`config.mk`:
```
export PLATFORM = sky130hd
export DESIGN_NAME = rigid_transform_compose_core_flat
export DESIGN_NICKNAME = d
export VERILOG_FILES = /design/src/rtc_pkg.sv /design/src/rtc_in_if.sv /design/src/rtc_out_if.sv /design/src/rigid_transform_compose_core.sv /design/src/rtc_mac.sv /design/src/flat_wrapper.sv
export SDC_FILE = /design/constraint.sdc
export NUM_CORES = 2
export LEC_CHECK = 0
export CAP_MARGIN = 20
export CORE_MARGIN = 10
export CORE_UTILIZATION = 57
export CTS_CLUSTER_DIAMETER = 120
export DETAILED_ROUTE_END_ITERATION = 7
export DONT_BUFFER_PORTS = 1
export PLACE_DENSITY = 0.68
export RECOVER_POWER = 25
export SLEW_MARGIN = 20
export SYNTH_ARGS = -nofsm -noshare
export SYNTH_HDL_FRONTEND = slang
export SYNTH_HIERARCHICAL = 1
export SYNTH_SLANG_ARGS = --single-unit
```
`constraint.sdc`:
```
create_clock -name clk -period 12.4 [get_ports clk]
set_input_delay 0.62 -clock clk [delete_from_list [all_inputs] [get_ports clk]]
set_output_delay 0.62 -clock clk [all_outputs]
set_load 0.01 [all_outputs]
```
`src/rtc_pkg.sv`:
```
// ----------------------------------------------------------------------------
// rtc_pkg: shared definitions for the rigid transform compose block
// Default number format, operand store layout and sequencer state types.
// ----------------------------------------------------------------------------
package rtc_pkg;

  // Default number format: signed Q8.24
  localparam int VALUE_WIDTH_DEF   = 32;
  localparam int FRACTION_BITS_DEF = 24;

  // Operand store layout: R1 (0..8), p1 (9..11), R2 (12..20), p2 (21..23)
  localparam int NUM_WORDS = 24;
  localparam int ADDR_W    = $clog2(NUM_WORDS);

  localparam logic [ADDR_W-1:0] P1_BASE   = ADDR_W'(9);
  localparam logic [ADDR_W-1:0] R2_BASE   = ADDR_W'(12);
  localparam logic [ADDR_W-1:0] P2_BASE   = ADDR_W'(21);
  localparam logic [ADDR_W-1:0] LAST_LOAD = ADDR_W'(NUM_WORDS - 1);

  // Loop bounds of the 3x3 sequencer
  localparam logic [1:0] LAST_IDX  = 2'd2;
  localparam logic [1:0] TRANS_COL = 2'd3;

  // Top-level sequencer
  typedef enum logic [3:0] {
    ST_LOAD,
    ST_DIFF_RD,
    ST_DIFF_WR,
    ST_MAC_RD,
    ST_MAC_GO,
    ST_MAC_WAIT,
    ST_FIX_RD,
    ST_FIX,
    ST_EMIT
  } rtc_state_t;

  // Shared multiplier phases
  typedef enum logic [1:0] {
    MAC_IDLE,
    MAC_PP,
    MAC_RND
  } mac_state_t;

endpackage

```
`src/rtc_in_if.sv`:
```
// ----------------------------------------------------------------------------
// rtc_in_if: input channel of the rigid transform compose block
// One transform word per item, with the mode bit sampled on the first word.
// ----------------------------------------------------------------------------
interface rtc_in_if #(
  parameter int VALUE_WIDTH = rtc_pkg::VALUE_WIDTH_DEF
);
  logic                          valid;
  logic                          ready;
  logic signed [VALUE_WIDTH-1:0] element;
  logic                          invert_first;

  modport source (output valid, element, invert_first, input ready);
  modport sink   (input valid, element, invert_first, output ready);
endinterface

```
`src/rtc_out_if.sv`:
```
// ----------------------------------------------------------------------------
// rtc_out_if: result channel of the rigid transform compose block
// One result word per item; last_word marks the twelfth word.
// ----------------------------------------------------------------------------
interface rtc_out_if #(
  parameter int VALUE_WIDTH = rtc_pkg::VALUE_WIDTH_DEF
);
  logic                          valid;
  logic                          ready;
  logic signed [VALUE_WIDTH-1:0] result_element;
  logic                          last_word;

  modport source (output valid, result_element, last_word, input ready);
  modport sink   (input valid, result_element, last_word, output ready);
endinterface

```
`src/rigid_transform_compose_core.sv`:
```
// ----------------------------------------------------------------------------
// rigid_transform_compose_core: composition of two rigid transforms
// Loads (R1,p1) then (R2,p2), 24 words, and returns R1*R2, p1+R1*p2, or in
// inverse mode R1^T*R2, R1^T*(p2-p1), as twelve signed fixed-point words.
// ----------------------------------------------------------------------------
// Usage:
//   in_ch  carries one transform word per item: rotation columns, then the
//          translation, first transform then second. invert_first is taken
//          with the first word of each pair and ignored on the others.
//   out_ch carries the twelve result words in the same layout; last_word
//          is set on the twelfth.
// Timing:
//   After the 24th word in_ch.ready stays low (both modes) while the 36
//   products run through one shared multiplier, one at a time, so the next
//   pair is taken only once the twelfth result word is in the output
//   register. In inverse mode the p2 - p1 differences are written before
//   the first product.
// Reset:
//   rst_n (synchronous, active low) empties the load count and the output
//   register; the operand store holds no defined data until loaded.
// Stalls:
//   The output register holds a word until taken; the sequencer waits only
//   when the next word is ready and the register is still full. Loading of
//   the next pair may start while the last word still waits.
// ----------------------------------------------------------------------------
module rigid_transform_compose_core #(
  parameter int VALUE_WIDTH   = rtc_pkg::VALUE_WIDTH_DEF,
  parameter int FRACTION_BITS = rtc_pkg::FRACTION_BITS_DEF
) (
  input  logic       clk,
  input  logic       rst_n,
  rtc_in_if.sink     in_ch,
  rtc_out_if.source  out_ch
);
  import rtc_pkg::*;

  localparam int W = VALUE_WIDTH;

  // Saturating add and subtract
  function automatic logic signed [W-1:0] sat_add(logic signed [W-1:0] a,
                                                  logic signed [W-1:0] b);
    logic [W:0] s;
    s = {a[W-1], a} + {b[W-1], b};
    if (s[W] != s[W-1]) begin
      return s[W] ? {1'b1, {(W-1){1'b0}}} : {1'b0, {(W-1){1'b1}}};
    end
    return s[W-1:0];
  endfunction

  function automatic logic signed [W-1:0] sat_sub(logic signed [W-1:0] a,
                                                  logic signed [W-1:0] b);
    logic [W:0] s;
    s = {a[W-1], a} - {b[W-1], b};
    if (s[W] != s[W-1]) begin
      return s[W] ? {1'b1, {(W-1){1'b0}}} : {1'b0, {(W-1){1'b1}}};
    end
    return s[W-1:0];
  endfunction

  function automatic logic [ADDR_W-1:0] times3(logic [1:0] v);
    return ADDR_W'(v) + ADDR_W'({v, 1'b0});
  endfunction

  // Control state
  rtc_state_t state_r, state_nxt;
  logic [ADDR_W-1:0] load_cnt_r, load_cnt_nxt;
  logic              mode_r, mode_nxt;
  logic [1:0]        i_r, i_nxt;       // row
  logic [1:0]        j_r, j_nxt;       // result column, 3 = translation
  logic [1:0]        k_r, k_nxt;       // dot-product term
  logic              out_valid_r, out_valid_nxt;

  // Payload
  logic signed [W-1:0] acc_r, acc_nxt;
  logic signed [W-1:0] out_data_r;
  logic                out_last_r;
  logic                out_load;

  // Operand store
  logic [W-1:0]        mem [NUM_WORDS];
  logic                wr_en;
  logic [ADDR_W-1:0]   wr_addr;
  logic [W-1:0]        wr_data;
  logic [ADDR_W-1:0]   rd_a_addr, rd_b_addr;
  logic signed [W-1:0] rd_a_r, rd_b_r;

  // Shared multiplier
  logic                mac_start;
  logic                mac_done;
  logic signed [W-1:0] mac_product;

  logic in_accept;
  logic out_free;

  assign in_ch.ready = (state_r == ST_LOAD);
  assign in_accept   = in_ch.valid && in_ch.ready;
  assign out_free    = !out_valid_r || out_ch.ready;
  assign mac_start   = (state_r == ST_MAC_GO);

  rtc_mac #(
    .VALUE_WIDTH   (VALUE_WIDTH),
    .FRACTION_BITS (FRACTION_BITS)
  ) u_mac (
    .clk     (clk),
    .rst_n   (rst_n),
    .start   (mac_start),
    .op_a    (rd_a_r),
    .op_b    (rd_b_r),
    .done    (mac_done),
    .product (mac_product)
  );

  // Read addresses: left rotation entry (R1 or its transpose) and R2 or p2
  always_comb begin
    rd_a_addr = mode_r ? (ADDR_W'(k_r) + times3(i_r)) : (ADDR_W'(i_r) + times3(k_r));
    rd_b_addr = R2_BASE + ADDR_W'(k_r) + times3(j_r);
    unique case (state_r)
      ST_DIFF_RD, ST_DIFF_WR: begin
        rd_a_addr = P2_BASE + ADDR_W'(k_r);
        rd_b_addr = P1_BASE + ADDR_W'(k_r);
      end
      ST_FIX_RD, ST_FIX: begin
        rd_a_addr = P1_BASE + ADDR_W'(i_r);
      end
      default: begin
      end
    endcase
  end

  // Write port: loads, and p2 - p1 over p2 in inverse mode
  always_comb begin
    wr_en   = 1'b0;
    wr_addr = load_cnt_r;
    wr_data = in_ch.element;
    if (state_r == ST_DIFF_WR) begin
      wr_en   = 1'b1;
      wr_addr = P2_BASE + ADDR_W'(k_r);
      wr_data = sat_sub(rd_a_r, rd_b_r);
    end else if (in_accept) begin
      wr_en = 1'b1;
    end
  end

  always_ff @(posedge clk) begin
    if (wr_en) begin
      mem[wr_addr] <= wr_data;
    end
    rd_a_r <= mem[rd_a_addr];
    rd_b_r <= mem[rd_b_addr];
  end

  // Sequencer registers
  always_ff @(posedge clk) begin
    if (!rst_n) begin
      state_r     <= ST_LOAD;
      load_cnt_r  <= '0;
      mode_r      <= 1'b0;
      i_r         <= 2'd0;
      j_r         <= 2'd0;
      k_r         <= 2'd0;
      out_valid_r <= 1'b0;
    end else begin
      state_r     <= state_nxt;
      load_cnt_r  <= load_cnt_nxt;
      mode_r      <= mode_nxt;
      i_r         <= i_nxt;
      j_r         <= j_nxt;
      k_r         <= k_nxt;
      out_valid_r <= out_valid_nxt;
    end
  end

  // Next state and datapath control
  always_comb begin
    state_nxt     = state_r;
    load_cnt_nxt  = load_cnt_r;
    mode_nxt      = mode_r;
    i_nxt         = i_r;
    j_nxt         = j_r;
    k_nxt         = k_r;
    acc_nxt       = acc_r;
    out_load      = 1'b0;
    out_valid_nxt = out_valid_r && !out_ch.ready;
    unique case (state_r)
      ST_LOAD: begin
        if (in_accept) begin
          if (load_cnt_r == '0) begin
            mode_nxt = in_ch.invert_first;
          end
          if (load_cnt_r == LAST_LOAD) begin
            load_cnt_nxt = '0;
            state_nxt    = mode_r ? ST_DIFF_RD : ST_MAC_RD;
          end else begin
            load_cnt_nxt = load_cnt_r + ADDR_W'(1);
          end
        end
      end
      ST_DIFF_RD: state_nxt = ST_DIFF_WR;
      ST_DIFF_WR: begin
        if (k_r == LAST_IDX) begin
          k_nxt     = 2'd0;
          state_nxt = ST_MAC_RD;
        end else begin
          k_nxt     = k_r + 2'd1;
          state_nxt = ST_DIFF_RD;
        end
      end
      ST_MAC_RD: begin
        if (k_r == 2'd0) begin
          acc_nxt = '0;
        end
        state_nxt = ST_MAC_GO;
      end
      ST_MAC_GO: state_nxt = ST_MAC_WAIT;
      ST_MAC_WAIT: begin
        if (mac_done) begin
          acc_nxt = sat_add(acc_r, mac_product);
          if (k_r == LAST_IDX) begin
            k_nxt     = 2'd0;
            state_nxt = (j_r == TRANS_COL && !mode_r) ? ST_FIX_RD : ST_EMIT;
          end else begin
            k_nxt     = k_r + 2'd1;
            state_nxt = ST_MAC_RD;
          end
        end
      end
      ST_FIX_RD: state_nxt = ST_FIX;
      ST_FIX: begin
        acc_nxt   = sat_add(rd_a_r, acc_r);
        state_nxt = ST_EMIT;
      end
      ST_EMIT: begin
        if (out_free) begin
          out_load      = 1'b1;
          out_valid_nxt = 1'b1;
          if (i_r == LAST_IDX) begin
            i_nxt = 2'd0;
            if (j_r == TRANS_COL) begin
              j_nxt     = 2'd0;
              state_nxt = ST_LOAD;
            end else begin
              j_nxt     = j_r + 2'd1;
              state_nxt = ST_MAC_RD;
            end
          end else begin
            i_nxt     = i_r + 2'd1;
            state_nxt = ST_MAC_RD;
          end
        end
      end
      default: state_nxt = ST_LOAD;
    endcase
  end

  // Accumulator and output register
  always_ff @(posedge clk) begin
    acc_r <= acc_nxt;
    if (out_load) begin
      out_data_r <= acc_r;
      out_last_r <= (i_r == LAST_IDX) && (j_r == TRANS_COL);
    end
  end

  assign out_ch.valid          = out_valid_r;
  assign out_ch.result_element = out_data_r;
  assign out_ch.last_word      = out_last_r;

`ifndef NO_ASSERTIONS
  // A product only completes while the sequencer waits for it
  a_done_in_wait: assert property (@(posedge clk) disable iff (!rst_n)
    mac_done |-> state_r == ST_MAC_WAIT)
    else $error("multiplier result outside the wait state");

  // A new result item only comes from the emit step
  a_valid_from_emit: assert property (@(posedge clk) disable iff (!rst_n)
    $rose(out_valid_r) |-> $past(state_r == ST_EMIT))
    else $error("result item raised outside the emit step");

  // No item is taken while products are in flight
  a_no_load_busy: assert property (@(posedge clk) disable iff (!rst_n)
    in_accept |-> u_mac.state_r == MAC_IDLE && !mac_done)
    else $error("item accepted while the multiplier is busy");
`endif

endmodule

```
`src/rtc_mac.sv`:
```
// ----------------------------------------------------------------------------
// rtc_mac: shared fixed-point multiplier
// Sign-magnitude product built from four half-width partial products, then
// rounded to nearest (ties away from zero) and saturated. Each product steps
// through capture, four partial products and round; done pulses after.
// ----------------------------------------------------------------------------
module rtc_mac #(
  parameter int VALUE_WIDTH   = rtc_pkg::VALUE_WIDTH_DEF,
  parameter int FRACTION_BITS = rtc_pkg::FRACTION_BITS_DEF
) (
  input  logic                          clk,
  input  logic                          rst_n,
  input  logic                          start,
  input  logic signed [VALUE_WIDTH-1:0] op_a,
  input  logic signed [VALUE_WIDTH-1:0] op_b,
  output logic                          done,
  output logic signed [VALUE_WIDTH-1:0] product
);
  import rtc_pkg::*;

  localparam int W  = VALUE_WIDTH;
  localparam int H  = (W + 1) / 2;          // half width of a magnitude
  localparam int PW = 4 * H;                // product accumulator width
  localparam int RW = ((PW > FRACTION_BITS) ? PW : FRACTION_BITS) + 1;

  mac_state_t state_r, state_nxt;
  logic [1:0]        cnt_r, cnt_nxt;
  logic              done_r, done_nxt;
  logic [W-1:0]      mag_a_r, mag_b_r;
  logic              neg_r;
  logic [PW-1:0]     prod_r;
  logic signed [W-1:0] product_r;

  // Partial product selection
  logic [2*H-1:0] ext_a, ext_b;
  logic [H-1:0]   half_a, half_b;
  logic [2*H-1:0] pp;
  logic [PW-1:0]  pp_shifted;

  assign ext_a  = (2*H)'(mag_a_r);
  assign ext_b  = (2*H)'(mag_b_r);
  assign half_a = cnt_r[0] ? ext_a[2*H-1:H] : ext_a[H-1:0];
  assign half_b = cnt_r[1] ? ext_b[2*H-1:H] : ext_b[H-1:0];
  assign pp     = half_a * half_b;

  always_comb begin
    unique case (cnt_r)
      2'd0:    pp_shifted = PW'(pp);
      2'd1,
      2'd2:    pp_shifted = PW'(pp) << H;
      default: pp_shifted = PW'(pp) << (2 * H);
    endcase
  end

  // Rounding and saturation of the magnitude
  logic [RW-1:0]   rnd, mag, limit;
  logic            sat;
  logic [W-1:0]    mag_w;
  logic signed [W-1:0] rounded;

  assign rnd   = RW'(prod_r) + (RW'(1) << (FRACTION_BITS - 1));
  assign mag   = rnd >> FRACTION_BITS;
  assign limit = RW'({1'b0, {(W-1){1'b1}}}) + RW'(neg_r);
  assign sat   = (mag >= limit);
  assign mag_w = mag[W-1:0];

  always_comb begin
    if (sat) begin
      rounded = neg_r ? {1'b1, {(W-1){1'b0}}} : {1'b0, {(W-1){1'b1}}};
    end else begin
      rounded = neg_r ? W'(-mag_w) : mag_w;
    end
  end

  // Magnitudes of the operands
  logic [W-1:0] abs_a, abs_b;
  assign abs_a = op_a[W-1] ? W'(-op_a) : op_a;
  assign abs_b = op_b[W-1] ? W'(-op_b) : op_b;

  // State register
  always_ff @(posedge clk) begin
    if (!rst_n) begin
      state_r <= MAC_IDLE;
      cnt_r   <= 2'd0;
      done_r  <= 1'b0;
    end else begin
      state_r <= state_nxt;
      cnt_r   <= cnt_nxt;
      done_r  <= done_nxt;
    end
  end

  // Next state
  always_comb begin
    state_nxt = state_r;
    cnt_nxt   = cnt_r;
    done_nxt  = 1'b0;
    unique case (state_r)
      MAC_IDLE: begin
        if (start) begin
          state_nxt = MAC_PP;
          cnt_nxt   = 2'd0;
        end
      end
      MAC_PP: begin
        cnt_nxt = cnt_r + 2'd1;
        if (cnt_r == 2'd3) begin
          state_nxt = MAC_RND;
        end
      end
      MAC_RND: begin
        state_nxt = MAC_IDLE;
        done_nxt  = 1'b1;
      end
      default: state_nxt = MAC_IDLE;
    endcase
  end

  // Datapath
  always_ff @(posedge clk) begin
    if (state_r == MAC_IDLE && start) begin
      mag_a_r <= abs_a;
      mag_b_r <= abs_b;
      neg_r   <= op_a[W-1] ^ op_b[W-1];
      prod_r  <= '0;
    end
    if (state_r == MAC_PP) begin
      prod_r <= prod_r + pp_shifted;
    end
    if (state_r == MAC_RND) begin
      product_r <= rounded;
    end
  end

  assign done    = done_r;
  assign product = product_r;

endmodule
```
`src/flat_wrapper.sv`:
```
// flat-port wrapper written by rule: the top's interface ports become plain ports
module rigid_transform_compose_core_flat import rtc_pkg::*;
#(
  parameter int VALUE_WIDTH   = rtc_pkg::VALUE_WIDTH_DEF,
  parameter int FRACTION_BITS = rtc_pkg::FRACTION_BITS_DEF
)
  (clk, rst_n, in_ch_valid, in_ch_element, in_ch_invert_first, in_ch_ready, out_ch_valid, out_ch_result_element, out_ch_last_word, out_ch_ready);
  rtc_in_if #(.VALUE_WIDTH(VALUE_WIDTH)) in_ch_i ();
  rtc_out_if #(.VALUE_WIDTH(VALUE_WIDTH)) out_ch_i ();
  input  logic clk;
  input  logic rst_n;
  input wire logic [$bits(in_ch_i.valid)-1:0] in_ch_valid;
  input wire logic [$bits(in_ch_i.element)-1:0] in_ch_element;
  input wire logic [$bits(in_ch_i.invert_first)-1:0] in_ch_invert_first;
  output wire logic [$bits(in_ch_i.ready)-1:0] in_ch_ready;
  output wire logic [$bits(out_ch_i.valid)-1:0] out_ch_valid;
  output wire logic [$bits(out_ch_i.result_element)-1:0] out_ch_result_element;
  output wire logic [$bits(out_ch_i.last_word)-1:0] out_ch_last_word;
  input wire logic [$bits(out_ch_i.ready)-1:0] out_ch_ready;
  assign in_ch_i.valid = in_ch_valid;
  assign in_ch_i.element = in_ch_element;
  assign in_ch_i.invert_first = in_ch_invert_first;
  assign in_ch_ready = in_ch_i.ready;
  assign out_ch_valid = out_ch_i.valid;
  assign out_ch_result_element = out_ch_i.result_element;
  assign out_ch_last_word = out_ch_i.last_word;
  assign out_ch_i.ready = out_ch_ready;
  rigid_transform_compose_core #(.VALUE_WIDTH(VALUE_WIDTH), .FRACTION_BITS(FRACTION_BITS)) u_core (.clk(clk), .rst_n(rst_n), .in_ch(in_ch_i), .out_ch(out_ch_i));
endmodule
```
==> run metrics <==
Fin Hold WS=47.2 ps; Fill cells=9,860; sequential fraction of the synthesis area=45.0%; status=finished with violations; max incr delay on CP=1220 ps; cell repeated most along the worst path=fa_1; GRT Resource Usage Total=31.3%; CTS Buf Count=114; routed wire length=220,000 µm; Mapped Cells=6,354; EDFF count, synth=994; grt met1 use=40.9%; Vias/cell=6.62; termination of the worst setup path=u_core/u_mac/prod_r[57]; CP endpoint kind=flop; area of the core=122,000 µm²; Clock Sinks=1,080; GRT Max-Usage Layer=met2; Slew Viols, Final=537; Combinational Power Share=13.5%; most common cell in the synthesized netlist=edfxtp_1; post-route setup TNS=0 ps; via count=52,500; Synth area leader=edfxtp_1; clock tree from TritonCTS=yes; Clock Tree Root=clkbuf_16; Layout area overhead=7.89%; syn nets=6,916; dpl cells=7,708; post-synth cell types=105; Clock Tree Buf Depth=3; Worst Setup SP=u_core/u_mac/cnt_r[0]; power share of the sequential group=46.9%; antenna violations before repair=17; Worst slew margin=-168%; Post-synth top cells=edfxtp_1 (994), nand2_1 (768), nor2_1 (372), inv_1 (352), ha_1 (321); CP Data Required Time=12,870 ps; setup bufs post-CTS=0; Sw Ratio=26.7%; met2 usage=51.3%; # port buffers=0; WP data arrival=11,700 ps; GPL Wtd Cong=0.951; largest net degree at the start of global routing=204; worst r2r path cells=34; Worst Clk Skew=49.0 ps; Leak=27.5 nW; Async SR Flop Fraction=0%; grt met3 use=4.98%; routed len/inst=27.7 µm; Die Ht=371 µm; # setup viols final=0; Synth warnings=6; total power=8.96 mW; Die ar.=138,000 µm²; clock slew at reported path FFs=70 ps; Die W=371 µm; critical setup path kind=reg2reg; Peak supply drop=0.137 mV; H-Tree Depth=3; Pwr Density=118 nW/µm²; sw power=2.39 mW; first-pass GRT wire length=324,000 µm; Layout Nets=6,764; final instance area=75,800 µm²; Internal=6.57 mW; flops & latches, synth=1,080; Pre-antenna DRT Iters=6; top_reg_cell synth=edfxtp_1; Yosys top cell area share=42.5%; row cnt=128; DP HPWL=143,000 µm; Residual DRC=0; failing checks=max-capacitance violations, max-slew violations; Clock power frac=39.6%; f_max=0.0891 GHz; Max stage delay cell, worst path=dfxtp_1; ranking of synthesized cells by area=edfxtp_1 (43%), mux4_2 (6.2%), fa_1 (5.8%); Hold Fails Final Rpt=0; Tcrit/Tclk final=90.6%; HP Class=in2reg; Mapped Area=70,200 µm²; Initial Util=57.5%; maxcap violations=18; Crit path depth=34; Syn Area/Cell=11.1 µm²; Iteration-0 DRC Markers=5,969; aggregate global routing overflow=0; crit start category=flop; register-to-register setup slack=1170 ps; FF-to-FF End=u_core/u_mac/prod_r[57]; Period minus WS final=11,230 ps; share of cells above drive strength 1=9.74%; worst-path fanout max=26; Reg2Reg Launch Point=u_core/u_mac/cnt_r[0]; non-filler cells, final=7,935; Worst-Skew Late Latency=750 ps; Tightest Pin Transition=4020 ps; crit-path leading delay family=compound AO/OA/AOI/OAI gates; RSZ-0062 raised after global routing=no; IO Count=72; DP Area=71,900 µm²; Final ANT Viol Nets=0; buffer and inverter count on the worst path=4; vias in the first global route=50,500
==> power by group through the flow <==
stage,clock network (mW),logic [mW],registers [mW]
detailed placement,0,1.19,4.27
CTS,3.58,1.19,4.20
finish,3.55,1.21,4.21
global route,3.74,1.32,4.20
global placement,0,1.17,4.27
floorplan,0,0.893,4.18
==> layout by cell type (no fill, tap or decap), types with 164 or more instances in the layout <==
cell type  count
mux4_2       192
nor2_1       355
a211oi_1     220
inv_1        352
o21ai_1      183
a311oi_1     198
xnor2_1      164
mux2i_1      176
and2_1       233
nand2_1      768
ha_1         321
edfxtp_1     994
a21oi_1      282
fa_1         204
==> repair_timing <==
action	4_1_cts	5_1_grt
hold buffers	2	0
gates resized for setup	0	0
setup endpoints to repair	0	0
endpoints found under the hold margin	18	0
==> sequential cells by signal, indices dropped and copies added, names as in the netlist, 2 cells and up <==
signal and count:
u_core/state_r 4, u_core/j_r 2, u_core/load_cnt_r 5, u_core/u_mac/prod_r 64, u_core/acc_r 32, u_core/rd_b_r 32
u_core/u_mac/ext_a 32, u_core/u_mac/ext_b 32, u_core/u_mac/product 32, u_core/rd_a_r 32, u_core/u_mac/cnt_r 2, u_core/mem 768
u_core/u_mac/state_r 2, u_core/out_ch.result_element 32, u_core/i_r 2, u_core/k_r 2
==> worst register-to-register path, delay by kind of cell, from the launching register on <==
kind                     cells  cell delay (ps)
buffers and inverters        4              200
multiplexers                 1              630
AND/OR/NAND/NOR              6              800
AO/OA/AOI/OAI               13             4010
XOR/XNOR                     2              360
adder cells (fa/ha/maj)      8             3770
flip-flops                   1             1220
==> worst min path at each step <==
stage | startpoint | to | slack, ps | cells past startpoint
after global routing | rst_n | u_core/i_r[1] | 40 | 1
after global placement | u_core/acc_r[0] | u_core/out_ch.result_element[0] | 520 | 0
after floorplan | u_core/rd_b_r[0] | u_core/u_mac/ext_b[0] | 430 | 0
after detailed placement | u_core/acc_r[0] | u_core/out_ch.result_element[0] | 520 | 0
final | rst_n | u_core/i_r[1] | 50 | 1
after CTS | rst_n | u_core/i_r[1] | 10 | 1
==> metal layers <==
metal  share of wire, %  up-vias
met5              0.075        -
met4                5.1       22
met3                8.8      562
met2                 47     2485
met1                 39    26100
li1                   -    23400
==> layout make-up <==
type / instances / area (µm²) / share of cell area, %
diodes: 8 / 20.0 / 0.0264
clock buffers: 157 / 3190 / 4.20
clock inverters: 59 / 714 / 0.943
inverters: 352 / 1320 / 1.74
multi-input cells: 4541 / 36000 / 47.6
flip-flops and latches: 1080 / 31600 / 41.7
well taps: 1625 / 2030 / 2.68
repair buffers: 113 / 885 / 1.17
==> per-stage QoR <==
stage	setup slack, ps	utilization (%)
final	1170	62.1
after global routing	462	62.1
after CTS	1670	62.2
after detailed placement	1650	59.0
after global placement	1760	58.9
after floorplan	2480	-
==> cells by family (layout without fill, tap and decap cells) <==
kind of cell             Yosys count  after routing  share of synthesized area [%]
AND/OR/NAND/NOR                 1897           1897                           12.8
AO/OA/AOI/OAI                   1465           1465                           14.2
flip-flops                      1080           1080                           45.0
buffers and inverters            733            681                           4.17
adder cells (fa/ha/maj)          525            525                           11.5
multiplexers                     404            404                           9.24
XOR/XNOR                         250            250                           3.14
other                              0              8                              0
Power figures use the tool's default switching activity.
